`src/hw/rtl/pvp_pkg.sv`:
```
// Shared codes for the viewport planner: blit paths, present modes and scale classes.
package pvp_pkg;

   localparam logic [1:0] PATH_NONE         = 2'd0;
   localparam logic [1:0] PATH_NATIVE_FULL  = 2'd1;
   localparam logic [1:0] PATH_NATIVE_DIRTY = 2'd2;
   localparam logic [1:0] PATH_STRETCH      = 2'd3;

   localparam logic [2:0] MODE_NATIVE       = 3'd0;
   localparam logic [2:0] MODE_STRETCH      = 3'd1;
   localparam logic [2:0] MODE_FIXED_HEIGHT = 3'd2;
   localparam logic [2:0] MODE_OVERSCAN     = 3'd3;

   typedef enum logic [1:0] {
      CLS_NATIVE  = 2'd0,
      CLS_STRETCH = 2'd1,
      CLS_LETTER  = 2'd2,
      CLS_OVER    = 2'd3
   } cls_type;

endpackage

```
`src/hw/rtl/pvp_front.sv`:
```
// Front stage: classifies a request, forms the two aspect products and clips the dirty rectangle.
module pvp_front #(
   parameter int COORD_BITS = 16
) (
   input  logic                           clock,
   input  logic                           reset,
   input  logic [2:0]                     mode,
   input  logic                           in_valid,
   output logic                           in_ready,
   input  logic signed [COORD_BITS-1:0]   client_width,
   input  logic signed [COORD_BITS-1:0]   client_height,
   input  logic signed [COORD_BITS-1:0]   source_width,
   input  logic signed [COORD_BITS-1:0]   source_height,
   input  logic                           dirty_requested,
   input  logic                           needs_repair,
   input  logic                           fully_dirty,
   input  logic                           dirty_valid,
   input  logic signed [COORD_BITS-1:0]   dirty_left,
   input  logic signed [COORD_BITS-1:0]   dirty_top,
   input  logic signed [COORD_BITS-1:0]   dirty_span_x,
   input  logic signed [COORD_BITS-1:0]   dirty_span_y,
   output logic                           out_valid,
   input  logic                           out_ready,
   output logic                           out_empty,
   output pvp_pkg::cls_type               out_cls,
   output logic [COORD_BITS-2:0]          out_cw,
   output logic [COORD_BITS-2:0]          out_ch,
   output logic [COORD_BITS-2:0]          out_sw,
   output logic [COORD_BITS-2:0]          out_sh,
   output logic [2*COORD_BITS-3:0]        out_ax,
   output logic [2*COORD_BITS-3:0]        out_ay,
   output logic                           out_full,
   output logic                           out_dok,
   output logic [COORD_BITS-2:0]          out_sl,
   output logic [COORD_BITS-2:0]          out_st,
   output logic [COORD_BITS-2:0]          out_ssx,
   output logic [COORD_BITS-2:0]          out_ssy
);
   import pvp_pkg::*;

   localparam int B = COORD_BITS;
   localparam int P = COORD_BITS - 1;

   function automatic logic signed [B:0] clip(input logic signed [B:0] v,
                                              input logic signed [B:0] hi);
      logic signed [B:0] res;
      if (v < 0) begin
         res = '0;
      end else if (v > hi) begin
         res = hi;
      end else begin
         res = v;
      end
      return res;
   endfunction

   logic              vld_ff, vld_in;
   logic              take;
   logic              empty;
   cls_type           cls;
   logic signed [B:0] sw_ext, sh_ext, l, t, r, b;

   assign in_ready = !vld_ff || out_ready;
   assign take     = in_valid && in_ready;
   assign vld_in   = take ? 1'b1 : (out_ready ? 1'b0 : vld_ff);
   assign out_valid = vld_ff;

   assign empty = (client_width <= 0) || (client_height <= 0) ||
                  (source_width <= 0) || (source_height <= 0);

   always_comb begin
      case (mode)
         MODE_NATIVE:       cls = CLS_NATIVE;
         MODE_STRETCH:      cls = CLS_STRETCH;
         MODE_FIXED_HEIGHT: cls = CLS_STRETCH;
         MODE_OVERSCAN:     cls = CLS_OVER;
         default:           cls = CLS_LETTER;
      endcase
   end

   assign sw_ext = $signed({1'b0, source_width});
   assign sh_ext = $signed({1'b0, source_height});
   assign l = clip($signed({dirty_left[B-1], dirty_left}), sw_ext);
   assign t = clip($signed({dirty_top[B-1], dirty_top}), sh_ext);
   assign r = clip($signed({dirty_left[B-1], dirty_left}) +
                   $signed({dirty_span_x[B-1], dirty_span_x}), sw_ext);
   assign b = clip($signed({dirty_top[B-1], dirty_top}) +
                   $signed({dirty_span_y[B-1], dirty_span_y}), sh_ext);

   always_ff @(posedge clock) begin
      if (reset) begin
         vld_ff <= 1'b0;
      end else begin
         vld_ff <= vld_in;
      end
   end

   always_ff @(posedge clock) begin
      if (take) begin
         out_empty <= empty;
         out_cls   <= cls;
         out_cw    <= client_width[P-1:0];
         out_ch    <= client_height[P-1:0];
         out_sw    <= source_width[P-1:0];
         out_sh    <= source_height[P-1:0];
         out_ax    <= client_width[P-1:0] * source_height[P-1:0];
         out_ay    <= client_height[P-1:0] * source_width[P-1:0];
         out_full  <= !dirty_requested || needs_repair || fully_dirty;
         out_dok   <= dirty_valid && (r > l) && (b > t);
         out_sl    <= l[P-1:0];
         out_st    <= t[P-1:0];
         out_ssx   <= P'(r - l);
         out_ssy   <= P'(b - t);
      end
   end
endmodule

```
`config.mk`:
```
export PLATFORM = sky130hd
export DESIGN_NAME = pvp_front
export DESIGN_NICKNAME = d
export VERILOG_FILES = /design/src/hw/rtl/pvp_pkg.sv /design/src/hw/rtl/pvp_front.sv
export SDC_FILE = /design/constraint.sdc
export NUM_CORES = 1
export LEC_CHECK = 0
export BUFFER_PORTS_ARGS = -buffer_cell sky130_fd_sc_hd__buf_2
export CAP_MARGIN = 20
export CORE_MARGIN = 5
export CORE_UTILIZATION = 30
export DETAILED_ROUTE_END_ITERATION = 7
export HOLD_SLACK_MARGIN = 0.02
export PLACE_DENSITY = 0.56
export SLEW_MARGIN = 15
export SYNTH_ARGS = -nofsm -noshare
export SYNTH_HDL_FRONTEND = slang
export SYNTH_SLANG_ARGS = --single-unit
```
`constraint.sdc`:
```
create_clock -name clock -period 6.8 [get_ports clock]
set_clock_uncertainty 0.15 [all_clocks]
set_input_delay 0.34 -clock clock [delete_from_list [all_inputs] [get_ports clock]]
set_output_delay 0.34 -clock clock [all_outputs]
set_load 0.005 [all_outputs]
```
# --- Word level (Yosys, flattened, before mapping) ---
# Index checks and enable logic that the tools add are counted.
# W data, S select, Z words.
totals:
  in_bits: 139
  output_inout_bits: 187
  reg_bits: 186
classes:
  mux: 11
  n_eq_ne: 3
  n_mul: 2
  reduce_logical: 14
  n_addsub: 4
  n_lt_le_gt_ge: 14
op_table:
  columns: ["cell", "count"]
  rows:
  - ["$mux W17", 8]
  - ["$gt A17 B17 Y1", 4]
  - ["$le A16 B1 Y1 const B", 4]
  - ["$mul A15 B15 Y30", 2]
  - ["$add A16 B16 Y17", 2]
  - ["$gt A16 B17 Y1", 2]
  - ["$lt A17 B1 Y1 const B", 2]
  - ["$lt A16 B1 Y1 const B", 2]
  - ["$sub A15 B15 Y15", 2]
  - ["$eq A3 B2 Y1 const B", 2]
  - ["$logic_or A1 B1 Y1", 6]
  - ["$pmux W2 S3", 1]
  - ["$eq A3 B1 Y1 const B", 1]
  - ["$logic_and A1 B1 Y1", 3]
  - ["$logic_not A3 Y1", 1]
  - ["$logic_not A1 Y1", 2]
  - ["$mux W1", 2]
  - ["$reduce_bool A2 Y1", 1]
  - ["$reduce_or A2 Y1", 1]

# --- Depth between registers and ports, before layout ---
# Gate-level depths: netlist of the first run.
logic_depth:
  word_depth: 7
  mapped_depth: 32
  mapped_depth_nobuf: 31

# --- Worst setup path before layout of the first run ---
# OpenSTA, ideal clock, no wires.
synth_timing:
  path_kind: "in2reg"
  startpoint: "input source_height[6]"
  endpoint: "register out_ax[28] (data pin)"
  path_slack_ps: 320
  path_buffers: 2
  t_arrival_ps: 6073
  path_stages: 21
  required_time_ps: 6392
  path_cell_list: "clkbuf_1 > clkbuf_1 > nand2_1 > fa_1 > inv_1 > fa_1 > inv_1 > fa_1 > inv_1 > fa_1 > fa_1 > fa_1 > ha_1 > a21o_1 > a211oi_2 > o22ai_1 > or3b_4 > o31a_4 > a211o_1 > a21oi_2 > xnor2_1"
synth_via:
  elab_chain_len: 1
synth_lines:
  columns: ["item", "line_no", "text"]
  rows:
  - ["start, declared", "pvp_front.sv:13", "input logic signed [COORD_BITS-1:0] source_height,"]
  - ["$mul A15 B15 Y30", "pvp_front.sv:106", "out_ax <= client_width[P-1:0] * source_height[P-1:0];"]
  - ["end signal, assigned", "pvp_front.sv:106", null]
  - ["end, declared", "pvp_front.sv:30", "output logic [2*COORD_BITS-3:0] out_ax,"]
# No other way between the ends.
# A chain may end at the register's enable or synchronous reset.

# --- Final worst setup path of the first run ---
layout_timing:
  startpoint: "input client_width[7]"
  endpoint: "register out_ax[29] (data pin)"
layout_via:
  elab_chain_len: 1
layout_lines:
  columns: ["item", "line_no", "text"]
  rows:
  - ["start, declared", "pvp_front.sv:10", "input logic signed [COORD_BITS-1:0] client_width,"]
  - ["$mul A15 B15 Y30", "pvp_front.sv:106", null]
# No other way between the ends.

==> results.tsv, run 1 <==
stage	metric	value	unit
global_routing	antenna_found_initial	6	
layout	fillers	8672	
clock_network	cts.clk_slew.worst_paths	0.08	ns
drt	vias	19381	
global_routing	grt_pass1_wl	117	mm
synth	synth_top_area_cell	fa_1	
die	io_pins	326	
min_path	min-delay-path-class	in2reg	
power	netSwitchingFraction	0.471	
die	die_y	303	um
layout	syn_to_final_growth	15.1	%
power	internal_power	6.69	mW
clock_network	htree_levels	4	
layout	final_common_cell	inv_1	
synth	ys_ff_latch	186	
synth	synth.avg_cell_area	9.95	um^2
drt	wl	76.5	mm
setup_path	crit_buf_inv	5	
synth	synth_enable_flop_cells	185	
clock_network	clock_latency	0.50	ns
sta	worst_pin_slew	0.862	ns
synth	synth_flop_cell	edfxtp_1	
setup_path	critical-path-top-delay-family	adder cells	
layout	fin_nets	3693	
power	p_leak	14.2	nW
sta	setup_tns	0	ns
global_routing	grt_use_total	0.167	
layout	mostFrequentLayoutCells	387 x inv_1, 338 x fa_1, 325 x buf_2	
setup_path	path_cells	dlygate4sd3_1 > buf_2 > nand2_1 > fa_1 > inv_1 > fa_1 > fa_1 > inv_1 > fa_1 > fa_1 > inv_1 > fa_1 > ha_1 > a21o_1 > a21o_1 > a211o_1 > a21oi_1 > o31ai_2 > o21ai_0 > a21oi_1 > and4_1 > nor3_1	
global_routing	grt_pass1_vias	20205	
setup_path	critical_path.max_stage_delay	0.54	ns
power	power	12.7	mW
power	powerDensity	429	nW/um^2
power	ir_drop	0.493	mV
sta	relSlewSlack	0.425	
clock_network	post_cts_buffers	0	
setup_path	crit_path_end_kind	flop	
die	dieArea	91500	um^2
setup_path	cp.arrival	6.74	ns
synth	ys_warn_count	0	
global_routing	grt_max_degree	62	
synth	yosysTopAreaCellShare	0.264	
synth	synth_cell_types	71	
clock_network	cts_tree	built	
drt	drt-wirelength-per-cell	18.8	um
placement	place_congestion	0.891	
placement	numPortBuffers	325	
synth	async_flop_share	0	
die	core_area	85000	um^2
power	seq_power_share	0.168	
synth	syn_nets	3374	
sta	rsz0062_at_grt	false	
drt	drt_pass1_iterations	5	
drt	drc	0	
power	p_sw	5.97	mW
die	fp-row-count	107	
drt	vias_per_cell	4.78	
clock_network	cts_inserted_buffers	17	
setup_path	crit_type	in2reg	
setup_path	cp-start-kind	input pin	
clock_network	clockBufferDepth	2	
drt	drt_iter0_drc	897	
placement	dp_hpwl	62.6	mm
status	status	complete, no violations	
setup_path	required	6.97	ns
setup_path	cp_slowest_cell	dlygate4sd3_1	
sta	drv_slew	0	
sta	fmax	152	MHz
synth	seq_area_frac_synth	0.217	
run	maxCapViolCount	0	
layout	drive_gt1_frac	0.164	
synth	synth_cells	2579	
setup_path	critPathMaxFanout	9	
sta	period_needed	6.57	ns
global_routing	grt.overflow.total	0	
die	start_util	0.302	
setup_path	path_common_cell	fa_1	
clock_network	cts-root-buf	clkbuf_16	
power	clkPwrFrac	0.081	
die	die_w	303	um
drt	ant_nets	0	
synth	syn-cell-area	25700	um^2
synth	synthTopCellsByArea	fa_1 26%, edfxtp_1 22%, ha_1 15%	
sta	hold_viol	0	
clock_network	cts_sinks	186	
sta	finalSetupViolations	0	
sta	fin_crit_sh	0.966	
power	power_frac_comb	0.750	
[cells in the mapped netlist, types with 5 or more instances]
cell / n
a21oi_2: 5
and3_1: 10
fa_1: 338
edfxtp_1: 185
o21a_1: 21
nor3_1: 19
a21boi_0: 5
a21oi_1: 85
nand2b_1: 14
o21ai_0: 58
nor2_1: 80
clkbuf_1: 87
mux2_2: 29
nor4_1: 17
nor2b_1: 38
a21o_1: 45
nand2_1: 312
xor2_1: 27
a31o_2: 8
buf_2: 9
mux2i_1: 48
and2_1: 188
inv_1: 387
xnor2_1: 72
o21bai_1: 14
ha_1: 318
nand3b_1: 10
nand4_1: 17
or4_1: 5
a211oi_1: 14
nand3_1: 29
o21ai_1: 5
o211ai_1: 6
[kinds of logic after synthesis]
| group | Yosys count | synth area share |
|---|---|---|
| flip-flops | 186 | 0.217 |
| buffers and inverters | 489 | 0.0722 |
| adder cells (fa/ha/maj) | 656 | 0.419 |
| AO/OA/AOI/OAI | 317 | 0.0815 |
| AND/OR/NAND/NOR | 754 | 0.145 |
| XOR/XNOR | 99 | 0.0338 |
| multiplexers | 78 | 0.0319 |
[state kept, by name (all words and copies together), names as in the netlist]
| signal | count |
|---|---|
| out_ax | 30 |
| out_ay | 30 |
| out_ch | 15 |
| out_cls | 2 |
| out_cw | 15 |
| out_dok | 1 |
| out_empty | 1 |
| out_full | 1 |
| out_sh | 15 |
| out_sl | 15 |
| out_ssx | 15 |
| out_ssy | 15 |
| out_st | 15 |
| out_sw | 15 |
| out_valid | 1 |
[final cells by class]
cell class,count,area (um^2),share of cell area
clock inverter,14,133,0.00449
sequential,186,5580,0.189
inverter,387,1450,0.0492
timing repair buffer,402,2250,0.0761
antenna,2,5.00,0.000169
tap,1144,1430,0.0484
clock buffer,18,429,0.0145
multi-input combinational,1904,18300,0.618
[metrics by stage]
stage	worst slack, ns	utilization	hold WS [ns]	instance area (um^2)	instances
after global placement	0.300	0.339	0.348	28900	4010
after floorplan	0.320	-	0.259	25700	2579
after CTS	0.291	0.348	0.0415	29500	4055
after detailed placement	0.231	0.339	0.346	28900	4010
final	0.232	0.348	0.105	29600	4057
after global routing	0.0172	0.348	0.0589	29600	4056
[timing repair]
item                                   CTS  global route
endpoints found under the hold margin    9             0
hold buffers                            13             0
gates resized for setup                  0             1
setup endpoints to repair                0             1
[power by group through the flow]
stage | Sequential, mW | Combinational, mW | Clock, mW
after floorplan | 2.18 | 6.97 | 0
after global placement | 2.17 | 9.65 | 0
after detailed placement | 2.17 | 9.67 | 0
after CTS | 2.15 | 9.76 | 1.10
after global routing | 2.17 | 10.9 | 1.13
final | 2.13 | 9.50 | 1.03
[metal layers]
layer | vias up | routed length [um] | GRT usage
li1 | 9119 | - | -
met1 | 9647 | 31700 | 0.206
met2 | 528 | 38100 | 0.293
met3 | 85 | 4640 | 0.0369
met4 | 2 | 1940 | 0.0490
met5 | - | 13 | 0
[final timing paths]
kind / start / to / slack [ns] / cells after the start
setup / recovery: client_width[7] / out_ax[29] / 0.23 / 22
hold / removal: client_height[11] / out_ch[11] / 0.11 / 1
setup reg to reg: out_valid / out_ay[6] / 4.65 / 3
hold reg to reg: out_valid / out_cls[0] / 0.77 / 2
[worst register-to-register path, stage by stage (launching register included)]
cell and delay, ns:
dfxtp_1 0.31, nand2b_1 0.11, and2_4 0.40, buf_4 0.69
(Power assumes the default switching activity.)
==> run 2: changes to the inputs <==
- PLACE_DENSITY: 0.56 -> unset
- REMOVE_ABC_BUFFERS: unset -> 1
==> run 2 against run 1 <==
Effect of this change: sequential power about the same; worst hold slack worse by 0.026 ns; non-clock buffer count down 1; global-route usage up 0.21 points; power up 0.38%; die area unchanged; clock-buffer cell count down 1; via count up 2.0%.
==> results.tsv, run 2 (same netlist as run 1, synthesis figures left out) <==
stage	metric	value	unit
status	status	complete, no violations	
placement	dp_hpwl	62.3	mm
sta	worst_slack	0.286	ns
sta	hold_viol	0	
clock_network	cts_inserted_buffers	17	
sta	rsz0062_at_grt	false	
setup_path	crit_path_end_kind	flop	
layout	reg_top3	out_ax x30, out_ay x30	
die	die_w	303	um
layout	drive_gt1_frac	0.165	
die	io_pins	326	
clock_network	clockBufferDepth	2	
clock_network	cts.clk_slew.worst_paths	0.09	ns
setup_path	crit_path_start	client_width[7]	
setup_path	crit_buf_inv	4	
power	ir_drop	0.422	mV
setup_path	cp_slowest_cell	fa_1	
global_routing	grt.overflow.total	0	
setup_path	path_common_cell	fa_1	
global_routing	grt_pass1_vias	20502	
setup_path	crit_end	out_ax[28]	
drt	drt_iter0_drc	1017	
placement	pre_cts_ws	0.203	ns
drt	wl	76.8	mm
setup_path	worstRegToRegCells	3	
die	core_area	85000	um^2
placement	dp_cells	4011	
setup_path	crit_type	in2reg	
clock_network	htree_levels	4	
sta	period_needed	6.51	ns
global_routing	grt_use_total	0.169	
run	maxCapViolCount	0	
die	fp-row-count	107	
placement	numPortBuffers	325	
drt	vias	19778	
layout	fillers	8756	
clock_network	cts_tree	built	
layout	final_common_cell	inv_1	
setup_path	critPathMaxFanout	9	
layout	seq_area	5580	um^2
sta	drv_slew	0	
setup_path	cp-start-kind	input pin	
setup_path	worst-path-stages	20	
clock_network	cts-root-buf	clkbuf_16	
layout	fin_nets	3692	
global_routing	grt_max_degree	116	
power	p_leak	14.2	nW
drt	drt_pass1_iterations	5	
setup_path	timing.rr.start	out_valid	
sta	fin_crit_sh	0.958	
clock_network	cts_sinks	186	
layout	fin_cells	4056	
layout	mostFrequentLayoutCells	387 x inv_1, 338 x fa_1, 325 x buf_2	
min_path	min-delay-path-class	in2reg	
die	dieArea	91500	um^2
setup_path	rrSetupSlack	4.85	ns
setup_path	critical-path-top-delay-family	adder cells	
global_routing	antenna_found_initial	6	
setup_path	required	6.92	ns
drt	ant_nets	0	
sta	worst_pin_slew	0.806	ns
placement	place_congestion	0.879	
sta	fmax	154	MHz
sta	finalSetupViolations	0	
drt	drc	0	
layout	final_core_utilization	0.348	
drt	drt-wirelength-per-cell	18.9	um
setup_path	cp.arrival	6.63	ns
clock_network	clock_latency	0.50	ns
layout	multiInputGateArea	18300	um^2
setup_path	path_cells	dlygate4sd3_1 > buf_2 > buf_4 > nand2_1 > fa_1 > inv_1 > fa_1 > fa_1 > fa_1 > fa_1 > fa_1 > ha_1 > a21o_1 > a211oi_2 > o22ai_1 > or3b_4 > o31a_4 > a211o_1 > a21oi_2 > xnor2_1	
layout	syn_to_final_growth	15.3	%
drt	vias_per_cell	4.88	
global_routing	grt_pass1_wl	118	mm
setup_path	r2r-end	out_ch[6]	
sta	setup_tns	0	ns
die	start_util	0.302	
setup_path	critical_path.max_stage_delay	0.56	ns
power	powerDensity	429	nW/um^2
die	die_y	303	um
sta	relSlewSlack	0.449	
clock_network	cts_resized	0	
## run 2: changes by cell type in the layout (fill, tap and decap cells not counted), sizes merged
cell,change
inv,-2
clkinv,+3
clkbuf,-1
buf,+1
dlygate4sd3,-2
## run 2: metrics by stage
| step | cell area (um^2) | total power, mW | hold WS (ns) |
|---|---|---|---|
| floorplan | 25300 | 9.09 | 0.259 |
| global placement | 28900 | 11.7 | 0.346 |
| detailed placement | 28900 | 11.7 | 0.354 |
| CTS | 29600 | 13.0 | 0.0306 |
| global route | 29600 | 14.1 | 0.0309 |
| finish | 29600 | 12.7 | 0.0791 |
## run 2: worst min path at each step
stage	start	to	slack (ns)	depth (start not counted)
floorplan	reset	out_valid	0.26	1
finish	source_height[9]	out_sh[9]	0.08	1
global route	source_height[9]	out_sh[9]	0.03	1
CTS	source_height[9]	out_sh[9]	0.03	1
detailed placement	reset	out_valid	0.35	2
global placement	reset	out_valid	0.35	2
## run 2: what timing repair did
item | 4_1_cts | 5_1_grt
setup buffers | 0 | 0
endpoints found under the hold margin | 7 | 0
hold buffers | 11 | 0
## run 2: layer usage
metal	global-route usage	vias up	wire length, um
li1	-	9113	-
met1	0.213	9864	31400
met2	0.282	690	36800
met3	0.0462	107	6350
met4	0.0547	4	2180
met5	0	-	25
## run 2: layout make-up
class                      instances  share of cell area
multi-input combinational       1904               0.617
sequential                       186               0.188
clock inverter                    15             0.00668
clock buffer                      17              0.0144
inverter                         387              0.0491
timing repair buffer             401              0.0756
antenna                            2            0.000169
tap                             1144              0.0484
## run 2: report_power, final
group	internal (mW)	switching (mW)	total [mW]
Clock	0.503	0.615	1.12
Sequential	2.04	0.108	2.15
Combinational	4.17	5.27	9.44
