## src/hw/rtl/pvp_queue.sv

```systemverilog
// Two-entry queue that decouples the front stage from the scaling back end.
module pvp_queue #(
   parameter int WIDTH = 8
) (
   input  logic             clock,
   input  logic             reset,
   input  logic             push_valid,
   output logic             push_ready,
   input  logic [WIDTH-1:0] push_data,
   output logic             pop_valid,
   input  logic             pop_ready,
   output logic [WIDTH-1:0] pop_data
);
   logic [WIDTH-1:0] mem_ff [0:1];
   logic             wp_ff, wp_in, rp_ff, rp_in;
   logic [1:0]       cnt_ff, cnt_in;
   logic             push, pop;

   assign push_ready = (cnt_ff != 2'd2);
   assign pop_valid  = (cnt_ff != 2'd0);
   assign pop_data   = mem_ff[rp_ff];
   assign push       = push_valid && push_ready;
   assign pop        = pop_valid && pop_ready;
   assign wp_in      = push ? !wp_ff : wp_ff;
   assign rp_in      = pop ? !rp_ff : rp_ff;
   assign cnt_in     = cnt_ff + {1'b0, push} - {1'b0, pop};

   always_ff @(posedge clock) begin
      if (reset) begin
         wp_ff  <= 1'b0;
         rp_ff  <= 1'b0;
         cnt_ff <= 2'd0;
      end else begin
         wp_ff  <= wp_in;
         rp_ff  <= rp_in;
         cnt_ff <= cnt_in;
      end
   end

   always_ff @(posedge clock) begin
      if (push) begin
         mem_ff[wp_ff] <= push_data;
      end
   end
endmodule

```

## config.mk

```make
export PLATFORM = sky130hd
export DESIGN_NAME = pvp_queue
export DESIGN_NICKNAME = d
export VERILOG_FILES = /design/src/hw/rtl/pvp_queue.sv
export SDC_FILE = /design/constraint.sdc
export NUM_CORES = 1
export LEC_CHECK = 0
export BUFFER_PORTS_ARGS = -buffer_cell sky130_fd_sc_hd__clkbuf_2
export CAP_MARGIN = 0
export CELL_PAD_IN_SITES_DETAIL_PLACEMENT = 0
export CELL_PAD_IN_SITES_GLOBAL_PLACEMENT = 1
export CORE_UTILIZATION = 40
export DETAILED_ROUTE_END_ITERATION = 6
export GPL_TIMING_DRIVEN = 0
export PLACE_DENSITY = 0.81
export REMOVE_ABC_BUFFERS = 1
export SYNTH_ARGS = -nofsm -noshare
export SYNTH_HDL_FRONTEND = slang
export SYNTH_SLANG_ARGS = --single-unit
```

## constraint.sdc

```tcl
create_clock -name clock -period 1.7 [get_ports clock]
set_clock_uncertainty 0.2 [all_clocks]
set_input_delay 0.085 -clock clock [delete_from_list [all_inputs] [get_ports clock]]
set_output_delay 0.085 -clock clock [all_outputs]
set_load 0.01 [all_outputs]
```

-- Word-level counts from Yosys, hierarchy flattened
Memory sizes are Yosys's and may differ from the RTL's. A register that Yosys moved wholly into a read port is not among the register bits.
Cells that the tools add are included.
Widths: inputs -> output; s select.
- flip-flop bits (word level): 4
- latch bits: 0
- RAM bits: 16
- bits in read-only memories: 0
- input bits: 12
- output and inout bits: 10
- memories: 1
- add/sub/neg operators: 2
- $mul: 0
- divide/modulo/power cells: 0
- order comparisons: 0
- eq/ne operators: 1
- shifts and indexed selects: 0
- mux-type cells: 4
- bitwise operators: 0
- reduce and logical (&&, ||, !) cells: 5
- memory list (name ; words ; width ; rd ports ; clocked after Yosys merged registers in ; wr ports ; RTL line ; RTL):
    mem_ff ; 2 ; 8 ; 1 ; 1 ; 1 ; 14 ; logic [WIDTH-1:0] mem_ff [0:1];
- operators by type and width (cell ; number):
    $mux 1 ; 4
    $add 2x1->2 ; 1
    $logic_and 1x1->1 ; 2
    $logic_not 1->1 ; 2
    $ne 2x2->1 const B ; 1
    $reduce_bool 2->1 ; 1
    $sub 2x1->2 ; 1

-- Longest topological paths before layout
Gate-level depths: netlist (run 1).
- word-level depth: 4
- mapped depth: 6
- depth with buffers taken out: 6

-- Worst setup path before layout (run 1)
Ideal clock, no wire load.
- kind: register to register
- start: register cnt_ff[1]
- end: register cnt_ff[1]
- data arrival time: 1204 ps
- required time: 1376 ps
- path slack: 172 ps
- cell stages (with the launch flop): 7
- cells stage by stage: dfxtp_1 and2b_1 o21ba_2 nor2_1 ha_1 nor4_1 nor3_1
- word-level cells in the longest chain between the ends: 4
- elaborated cells between the ends (all ways): 6
- ends and longest elaborated chain (item ; RTL line ; RTL):
    from (decl) ; 16 ; logic [1:0] cnt_ff, cnt_in;
    from (signal assigned) ; 36 ; cnt_ff <= cnt_in;
    $ne 2x2->1 ; 19 ; assign push_ready = (cnt_ff != 2'd2);
    $logic_and 1x1->1 ; 22 ; assign push = push_valid && push_ready;
    $add 2x1->2 ; 26 ; assign cnt_in = cnt_ff + {1'b0, push} - {1'b0, pop};
    $sub 2x1->2 * ; 26 ;
Mark *: on every way between the ends. The rest lies on a longest branch, timed or not.
A chain may end at the register's enable or synchronous reset.

-- Worst setup path in the final report (run 1)
- start: input port push_valid
- end: register cnt_ff[1]
- word-level cells in the longest chain between the ends: 3
- ends and longest elaborated chain (item ; RTL line ; RTL):
    from (decl) ; 7 ; input logic push_valid,
    $logic_and 1x1->1 ; 22 ;
    $add 2x1->2 ; 26 ;
    $sub 2x1->2 ; 26 ;
No other way between the ends.

==> results of run 1 <==
worst max-delay path by stage:
stage,start,end,slack [ns]
final,push_valid,cnt_ff[1]$_SDFF_PP0_,0.08
after global routing,push_valid,cnt_ff[1]$_SDFF_PP0_,0.01
after CTS,flop,pop_data[2],0.04
after detailed placement,cnt_ff[1]$_SDFF_PP0_,cnt_ff[1]$_SDFF_PP0_,0.08
after global placement,cnt_ff[1]$_SDFF_PP0_,cnt_ff[1]$_SDFF_PP0_,0.08
after floorplan,cnt_ff[1]$_SDFF_PP0_,cnt_ff[1]$_SDFF_PP0_,0.17
power breakdown:
group,internal [mW],switching (mW)
clock network,0.0910,0.129
registers,0.631,0.0521
logic,0.177,0.138
what timing repair did:
item | in CTS | in global routing
hold buffers | 11 | 0
setup endpoints to repair | 0 | 8
gates resized for setup | 0 | 3
endpoints found under the hold margin | 21 | 0
registers in the layout, indices dropped and copies added, names as in the netlist, named ones only:
| register | cells |
|---|---|
| cnt_ff | 2 |
| mem_ff | 16 |
| rp_ff | 1 |
| wp_ff | 1 |
layout by cell type, fill, tap and decap left out:
cell | netlist | final
clkbuf_2 | 0 | 21
edfxtp_1 | 16 | 16
dlygate4sd3_1 | 0 | 11
mux2_2 | 8 | 8
nor2_1 | 4 | 4
clkbuf_4 | 0 | 3
dfxtp_1 | 5 | 3
o21ai_0 | 2 | 2
and3_1 | 2 | 2
nand2b_1 | 1 | 1
and2b_1 | 1 | 1
o21ba_2 | 1 | 1
nand3_1 | 1 | 1
nand3b_1 | 1 | 1
inv_1 | 1 | 1
or2_2 | 1 | 1
nor2b_1 | 1 | 1
xor2_1 | 1 | 1
a21bo_2 | 1 | 1
a21oi_1 | 1 | 1
nor4bb_1 | 1 | 1
nor4_1 | 1 | 1
o31a_1 | 1 | 1
nor3_1 | 1 | 1
ha_1 | 1 | 1
dfxtp_2 | 0 | 1
clkbuf_1 | 0 | 1
dfxtp_4 | 0 | 1
logic make-up after synthesis:
kind of cell / Yosys count
flip-flops: 21
AND/OR/NAND/NOR: 15
multiplexers: 8
AO/OA/AOI/OAI: 6
buffers and inverters: 2
XOR/XNOR: 1
adder cells (fa/ha/maj): 1
critical path, stage by stage:
cell	delay, ns
dlygate4sd3_1	0.53
clkbuf_2	0.16
nor2_1	0.10
o21ba_2	0.12
nor2_1	0.04
ha_1	0.19
nor4_1	0.28
nor3_1	0.08
per-layer routing:
layer  up-vias  routed length, um  share of wire [%]  GRT usage (%)
li1        278                  -                  -              -
met1       234                563                 45           12.8
met2        15                621                 49           21.9
met3         2                 63                5.0           3.40
met4         0                  8               0.64           5.00
met5         -                  0                  0              0
cell type report:
| type | instances | area share, % |
|---|---|---|
| clock buffers | 4 | 2.37 |
| inverters | 1 | 0.339 |
| multi-input cells | 31 | 21.9 |
| flip-flops and latches | 21 | 52.9 |
| well taps | 27 | 3.05 |
| repair buffers | 32 | 19.4 |
metrics by stage:
stage          std cells  total power, mW
4_1_cts              116             1.23
6_report             116             1.22
3_3_place_gp         101            0.983
3_5_place_dp         101            0.989
2_1_floorplan         53            0.882
5_1_grt              116             1.30
==> results.toml, run 1 <==
[placement]
dp_hpwl_um = 835
gp_routability_congestion = 0.649
placed_area_sq_um = 966
portBuffers = 21
dp_worst_setup_slack_ns = 0.0758

[worst_setup_path]
r2r-end = "cnt_ff[1]$_SDFF_PP0_"
critPathCaptureType = "flop"
cp_max_fo = 8
r2r_setup_slack_ns = 0.11
critical_path_arrival_ns = 1.59
reg2regPathDepth = 6
crit_type = "in2reg"
worstPathRequired_ns = 1.67
cp-start-kind = "input port"
r2r-start = "cnt_ff[1]$_SDFF_PP0_"

[timing]
fin_ws_ns = 0.0795
hold_violations = 0
fin_crit_ns = 1.62
worst_pin_slew_ns = 0.430
finalSetupTns_ns = 0
whs_ns = 0.133
drv_slew = 0
max_slew_margin_pct = 70.9
rsz0062_at_grt = "false"
setup_viol = 0
max_freq_ghz = 0.617
layout_worst_path_cycle_share_pct = 95.3

[detailed_routing]
num_vias = 529
detail-route-antenna-nets = 0
viasPerCell = 4.56
drt-total-wl_mm = 1.26
drc = 0
drtPass1Iterations = 3
drt_iter0_drc = 4
routedWlPerCell_um = 10.8

[clocking]
cts.sinks = 21
cts_buffers = 3
cts_buffer_depth = 2
ctsHtreeMaxLevel = 1
cts_tree = "yes"
post-cts-setup-buffers = 0
clk_latency_ns = 0.28
cts.clk_slew.worst_paths_ns = 0.10
root_buffer = "clkbuf_4"

[die]
initial_core_util_pct = 42.4
fp.coreArea_sq_mm = 0.00196
die-area_sq_mm = 0.00227
io_pins = 22
die_y_um = 47.6
die_w_um = 47.6
num_rows = 16

[finish]
final_core_util_pct = 56.4
fill_cells = 181
antenna_cells = 0
nets = 103
regArea_sq_um = 586
stdcell_area_sq_mm = 0.00111
drive_gt1_share_pct = 41.6
multi_input_area_sq_um = 243
area_delta_synth_final_pct = 33.1

[synthesis]
synth_cell_types = 23
synth-compound-area-share_pct = 5.26
synth-xor-area-share_pct = 1.05
ys_ff_latch = 21
yosysTopAreaCell = "edfxtp_1"
yosys.area_share.simple_pct = 10.5
yosys-mux-area-fraction_pct = 10.8
async_reset_ff_share_pct = 0
synth_top_area_share_pct = 57.7
synth_commonest_cells = "16 x edfxtp_1, 8 x mux2_2, 5 x dfxtp_1"
syn_inst = 54
synth_top_family_by_area = "multiplexers"
synth_edf_count = 16
synth.most_common_cell = "edfxtp_1"
yosysWarnings = 0
synth_flop_cell = "edfxtp_1"
synth.area.top_cells = "edfxtp_1 58%, dfxtp_1 12%, mux2_2 11%"
syn_area_per_cell_sq_um = 15.4
syn_area_sq_um = 832
synth_seq_area_share_pct = 69.8
synth_fa_ha_area_share_pct = 1.50

[worst_hold_path]
hold_end = "cnt_ff[0]$_SDFF_PP0_"
hp-start = "pop_ready"
min_path_type = "in2reg"
min_path_cells = 5

[grt]
overflow = 0
grt_max_degree = 12
track_usage_pct = 11.9
antenna_found_initial = 0
grt_pass1_vias = 447
grt_pass1_wl_mm = 1.81

[outcome]
status = "finished, final reports clean"

[pwr]
static-leakage-power_nw = 0.443
powerDensity_mw_per_mm2 = 1100
vdd_ir_drop_max_v = 0.000671

[run]
cap_violations = 0
(Power assumes the default switching activity.)
==> run 2: changes to the inputs <==
--- a/config.mk
+++ b/config.mk
@@ -9,10 +9,10 @@
 export CAP_MARGIN = 0
 export CELL_PAD_IN_SITES_DETAIL_PLACEMENT = 0
 export CELL_PAD_IN_SITES_GLOBAL_PLACEMENT = 1
-export CORE_UTILIZATION = 40
+export CORE_UTILIZATION = 36
 export DETAILED_ROUTE_END_ITERATION = 6
 export GPL_TIMING_DRIVEN = 0
-export PLACE_DENSITY = 0.81
+export PLACE_DENSITY = 0.78
 export REMOVE_ABC_BUFFERS = 1
 export SYNTH_ARGS = -nofsm -noshare
 export SYNTH_HDL_FRONTEND = slang
==> constraint.sdc (replaced) <==
create_clock -name clock -period 1.3 [get_ports clock]
set_clock_uncertainty 0.2 [all_clocks]
set_input_delay 0.065 -clock clock [delete_from_list [all_inputs] [get_ports clock]]
set_output_delay 0.065 -clock clock [all_outputs]
set_load 0.01 [all_outputs]
==> run 2 against run 1 <==
- the run now ends with setup timing left
- hold slack lost 0.12 ns
- first-iteration DRC count shrank 50%
- sequential cell count is the same
- core utilization grew 0.44 points
- count of clock-buffer cells in the layout shrank 1
- largest power group unchanged
- non-clock buffer count grew 2
- power grew 51%
- sequential power grew 36%
- global-route usage grew 0.48 points
- critical endpoint unchanged
==> results.toml, run 2 (synthesis gave the netlist of run 1 again) <==
[outcome]
status = "complete, but fails checks"
violations = "setup timing"

[pwr]
powerDensity_mw_per_mm2 = 1480
vdd_ir_drop_max_v = 0.000886
power_mw = 1.84
static-leakage-power_nw = 0.498

[worst_setup_path]
critPathBufInv = 1
cp_max_fo = 5
slowest_stage = "nor4bb_1"
path_delay_family = "simple AND/OR/NAND/NOR gates"
critical-path-max-stage-delay_ns = 0.46
crit_chain = "buf_6 > nor4bb_1 > o31a_1 > nor3_1"
worstPathRequired_ns = 1.29
critPathCaptureType = "flop"
cp-start-kind = "flop"
critical_path_arrival_ns = 1.48
crit_type = "reg2reg"

[detailed_routing]
num_vias = 548
routedWlPerCell_um = 12.1
drt-total-wl_mm = 1.44
drt_iter0_drc = 2
drtPass1Iterations = 4
viasPerCell = 4.61
drc = 0
detail-route-antenna-nets = 0

[finish]
largest_reg_flops = 16
reg.largest.list = "mem_ff x16, cnt_ff x2"
final_cell_mix = "16 x edfxtp_1, 13 x clkbuf_2, 11 x dlygate4sd3_1"
drive_gt1_share_pct = 50.5
largest-register = "mem_ff"
final_core_util_pct = 56.9
fin_cells = 119
nets = 105
antenna_cells = 0
final_common_cell = "edfxtp_1"
area_delta_synth_final_pct = 49.8

[grt]
overflow = 0
grt_pass1_wl_mm = 2.21
antenna_found_initial = 0
track_usage_pct = 12.4
grt_pass1_vias = 493
grt_max_degree = 13

[timing]
setup_viol = 28
layout_worst_path_cycle_share_pct = 114
max_slew_margin_pct = 67.3
drv_slew = 0
whs_ns = 0.0156
rsz0062_at_grt = "true"
worst_pin_slew_ns = 0.484
hold_violations = 0
max_freq_ghz = 0.672
fin_crit_ns = 1.49
fin_ws_ns = -0.188

[run]
cap_violations = 0

[die]
die_w_um = 50.1
die-area_sq_mm = 0.00251
io_pins = 22
fp.coreArea_sq_mm = 0.00219
die_y_um = 50.1
initial_core_util_pct = 38.0
num_rows = 17

[clocking]
cts_tree = "yes"
ctsHtreeMaxLevel = 1
root_buffer = "clkbuf_4"
cts_buffers = 3
cts.sinks = 21
cts.clk_slew.worst_paths_ns = 0.11
clk_latency_ns = 0.29
cts_buffer_depth = 2

[placement]
gp_routability_congestion = 0.673
portBuffers = 21
dp_hpwl_um = 951
numPlacedInstances = 102

[worst_hold_path]
min_path_type = "in2reg"
## run 2: worst paths after layout
| check | end | depth (start not counted) | startpoint | slack (ns) |
|---|---|---|---|---|
| worst max register to register | cnt_ff[1]$_SDFF_PP0_ | 4 | cnt_ff[1]$_SDFF_PP0_ | -0.19 |
| worst max-delay path | cnt_ff[1]$_SDFF_PP0_ | 4 | cnt_ff[1]$_SDFF_PP0_ | -0.19 |
| worst min-delay path | wp_ff$_SDFFE_PP0P_ | 3 | push_valid | 0.02 |
| worst min register to register | flop | 2 | rp_ff$_SDFFE_PP0P_ | 0.31 |
## run 2: cell type report
cell class                 instances  area, sq um
clock buffer                       3         22.5
fill                             187          945
timing repair buffer              34          284
tap                               28         35.0
sequential                        21          592
inverter                           1         6.26
multi-input combinational         31          302
clock inverter                     1         5.00
## run 2: through the flow
stage	TNS (ns)	worst slack, ns	instance area [sq um]
3_5_place_dp	-4.98	-0.371	967
3_3_place_gp	-4.41	-0.317	967
4_1_cts	-3.83	-0.217	1140
6_report	-2.66	-0.188	1250
2_1_floorplan	-2.55	-0.228	827
5_1_grt	-4.39	-0.286	1250
## run 2: where the power goes
group,internal [mW],switching (mW)
logic,0.395,0.223
registers,0.836,0.0903
clock network,0.114,0.181
## run 2: timing repair
action	in CTS	in global routing
endpoints found under the setup margin	28	30
buffers inserted	2	0
hold buffers	8	3
pin swaps	5	2
resized for setup	17	24
endpoints found under the hold margin	21	5
## run 2: metal layers
metal	GRT usage [%]	wire length, um	up-vias
met5	0	0	-
met4	7.14	0	0
met3	3.40	75	0
met2	20.9	780	15
met1	13.9	586	252
li1	-	-	281
## run 2: tightest hold or removal path, delay by kind of cell
kind | cells | cell delay [ns]
compound gates | 1 | 0.08
simple gates | 1 | 0.17
buf+inv | 1 | 0.14
==> run 3: changes to the inputs <==
--- a/config.mk
+++ b/config.mk
@@ -9,10 +9,11 @@
 export CAP_MARGIN = 0
 export CELL_PAD_IN_SITES_DETAIL_PLACEMENT = 0
 export CELL_PAD_IN_SITES_GLOBAL_PLACEMENT = 1
-export CORE_UTILIZATION = 36
+export CORE_MARGIN = 2
+export CORE_UTILIZATION = 30
 export DETAILED_ROUTE_END_ITERATION = 6
 export GPL_TIMING_DRIVEN = 0
-export PLACE_DENSITY = 0.78
+export PLACE_DENSITY = 0.68
 export REMOVE_ABC_BUFFERS = 1
 export SYNTH_ARGS = -nofsm -noshare
 export SYNTH_HDL_FRONTEND = slang
==> run 3 against run 2 <==
- the run ends with hold timing, setup timing left
- hold slack got worse by 0.025 ns
- non-clock buffer count fell by 2
- sequential power barely moved
- power rose by 0.22%
- global-route usage fell by 2.4 points
- register-to-register slack got worse by 0.03 ns
- first-iteration DRC count rose to 3.0 times the previous value
- core utilization fell by 11 points
- critical path type unchanged
- critical endpoint unchanged
- highest routed layer is now met4
==> results.toml, run 3 (synthesis gave the netlist of run 1 again) <==
[finish]
stdcell_area_sq_mm = 0.00124
largest-register = "mem_ff"
multi_input_area_sq_um = 333
reg.largest.list = "mem_ff x16, cnt_ff x2"
nets = 103
fin_cells = 120
antenna_cells = 0
final_cell_mix = "16 x clkbuf_2, 16 x edfxtp_1, 9 x dlygate4sd3_1"
regArea_sq_um = 592
drive_gt1_share_pct = 55.1
area_delta_synth_final_pct = 49.2
largest_reg_flops = 16
fill_cells = 246

[detailed_routing]
drc = 0
drtPass1Iterations = 4
viasPerCell = 4.50
routedWlPerCell_um = 12.5
num_vias = 540
drt_iter0_drc = 6
detail-route-antenna-nets = 0
drt-total-wl_mm = 1.49

[die]
initial_core_util_pct = 31.0
die_w_um = 56.7
die-area_sq_mm = 0.00321
io_pins = 22
fp.coreArea_sq_mm = 0.00269
die_y_um = 56.7
num_rows = 19

[timing]
setup_viol = 28
layout_worst_path_cycle_share_pct = 117
fin_ws_ns = -0.222
whs_ns = -0.00894
drv_slew = 0
rsz0062_at_grt = "true"
worst_pin_slew_ns = 0.484
max_slew_margin_pct = 67.3
hold_violations = 3
max_freq_ghz = 0.657
fin_crit_ns = 1.52

[grt]
grt_pass1_vias = 592
grt_pass1_wl_mm = 2.40
antenna_found_initial = 0
grt_max_degree = 12
track_usage_pct = 10.0
overflow = 0

[worst_setup_path]
worstPathRequired_ns = 1.29
crit_type = "reg2reg"
critical_path_arrival_ns = 1.51
cp_max_fo = 4
critPathCaptureType = "flop"
cp-start-kind = "flop"
r2r-start = "cnt_ff[1]$_SDFF_PP0_"
critPathLaunch = "cnt_ff[1]$_SDFF_PP0_"

[placement]
portBuffers = 21
gp_routability_congestion = 0.683
numPlacedInstances = 105
dp_worst_setup_slack_ns = -0.350
placed_area_sq_um = 971
dp_hpwl_um = 985

[pwr]
vdd_ir_drop_max_v = 0.000910
powerDensity_mw_per_mm2 = 1480
power_mw = 1.84
static-leakage-power_nw = 0.492

[outcome]
violations = "hold timing, setup timing"
status = "complete, but fails checks"

[worst_hold_path]
min_path_type = "in2reg"
hp-start = "pop_ready"

[clocking]
cts.sinks = 21
root_buffer = "clkbuf_4"
cts_buffers = 3
cts_buffer_depth = 2
cts_tree = "yes"
cts.clk_slew.worst_paths_ns = 0.10
ctsHtreeMaxLevel = 1
clk_latency_ns = 0.29

[run]
cap_violations = 0
## run 3: metrics by stage
stage	hold WS [ns]	util, %	setup TNS, ns
final	-0.00894	46.2	-2.86
after detailed placement	0.0612	36.1	-4.81
after CTS	-0.212	42.6	-3.40
after floorplan	-0.0659	-	-2.55
after global placement	0.0551	36.1	-4.59
after global routing	0.00490	46.2	-4.65
## run 3: layout make-up
cell class	instances	share of cell area, %
timing repair buffer	32	19.8
sequential	21	47.7
clock buffer	4	2.12
tap	31	3.13
multi-input combinational	31	26.8
inverter	1	0.504
## run 3: routing by layer
layer	GRT usage, %	share of wire, %
met2	17.4	52
met5	0	0
met1	10.5	43
met3	3.23	4.2
met4	5.78	0.87
## run 3: final timing paths
check / to / slack (ns) / depth (start not counted)
worst max-delay path: cnt_ff[1]$_SDFF_PP0_ / -0.22 / 4
worst max register to register: cnt_ff[1]$_SDFF_PP0_ / -0.22 / 4
worst min-delay path: rp_ff$_SDFFE_PP0P_ / -0.009 / 4
worst min register to register: rp_ff$_SDFFE_PP0P_ / 0.31 / 2
## run 3: critical path, stage by stage (launching register included)
cell and delay, ns:
dfxtp_4 0.38, buf_6 0.12, nor4bb_2 0.49, o31a_1 0.20, nor3_2 0.04
## run 3: power breakdown
group,switching [mW],total [mW],internal (mW)
Clock,0.176,0.295,0.119
Combinational,0.230,0.624,0.393
Sequential,0.0882,0.923,0.835
## run 3: repair_timing
item,4_1_cts,5_1_grt
setup buffers,2,0
hold buffers,8,1
setup endpoints to repair,28,30
resized for setup,18,22
endpoints found under the hold margin,21,5
pin swaps,4,2
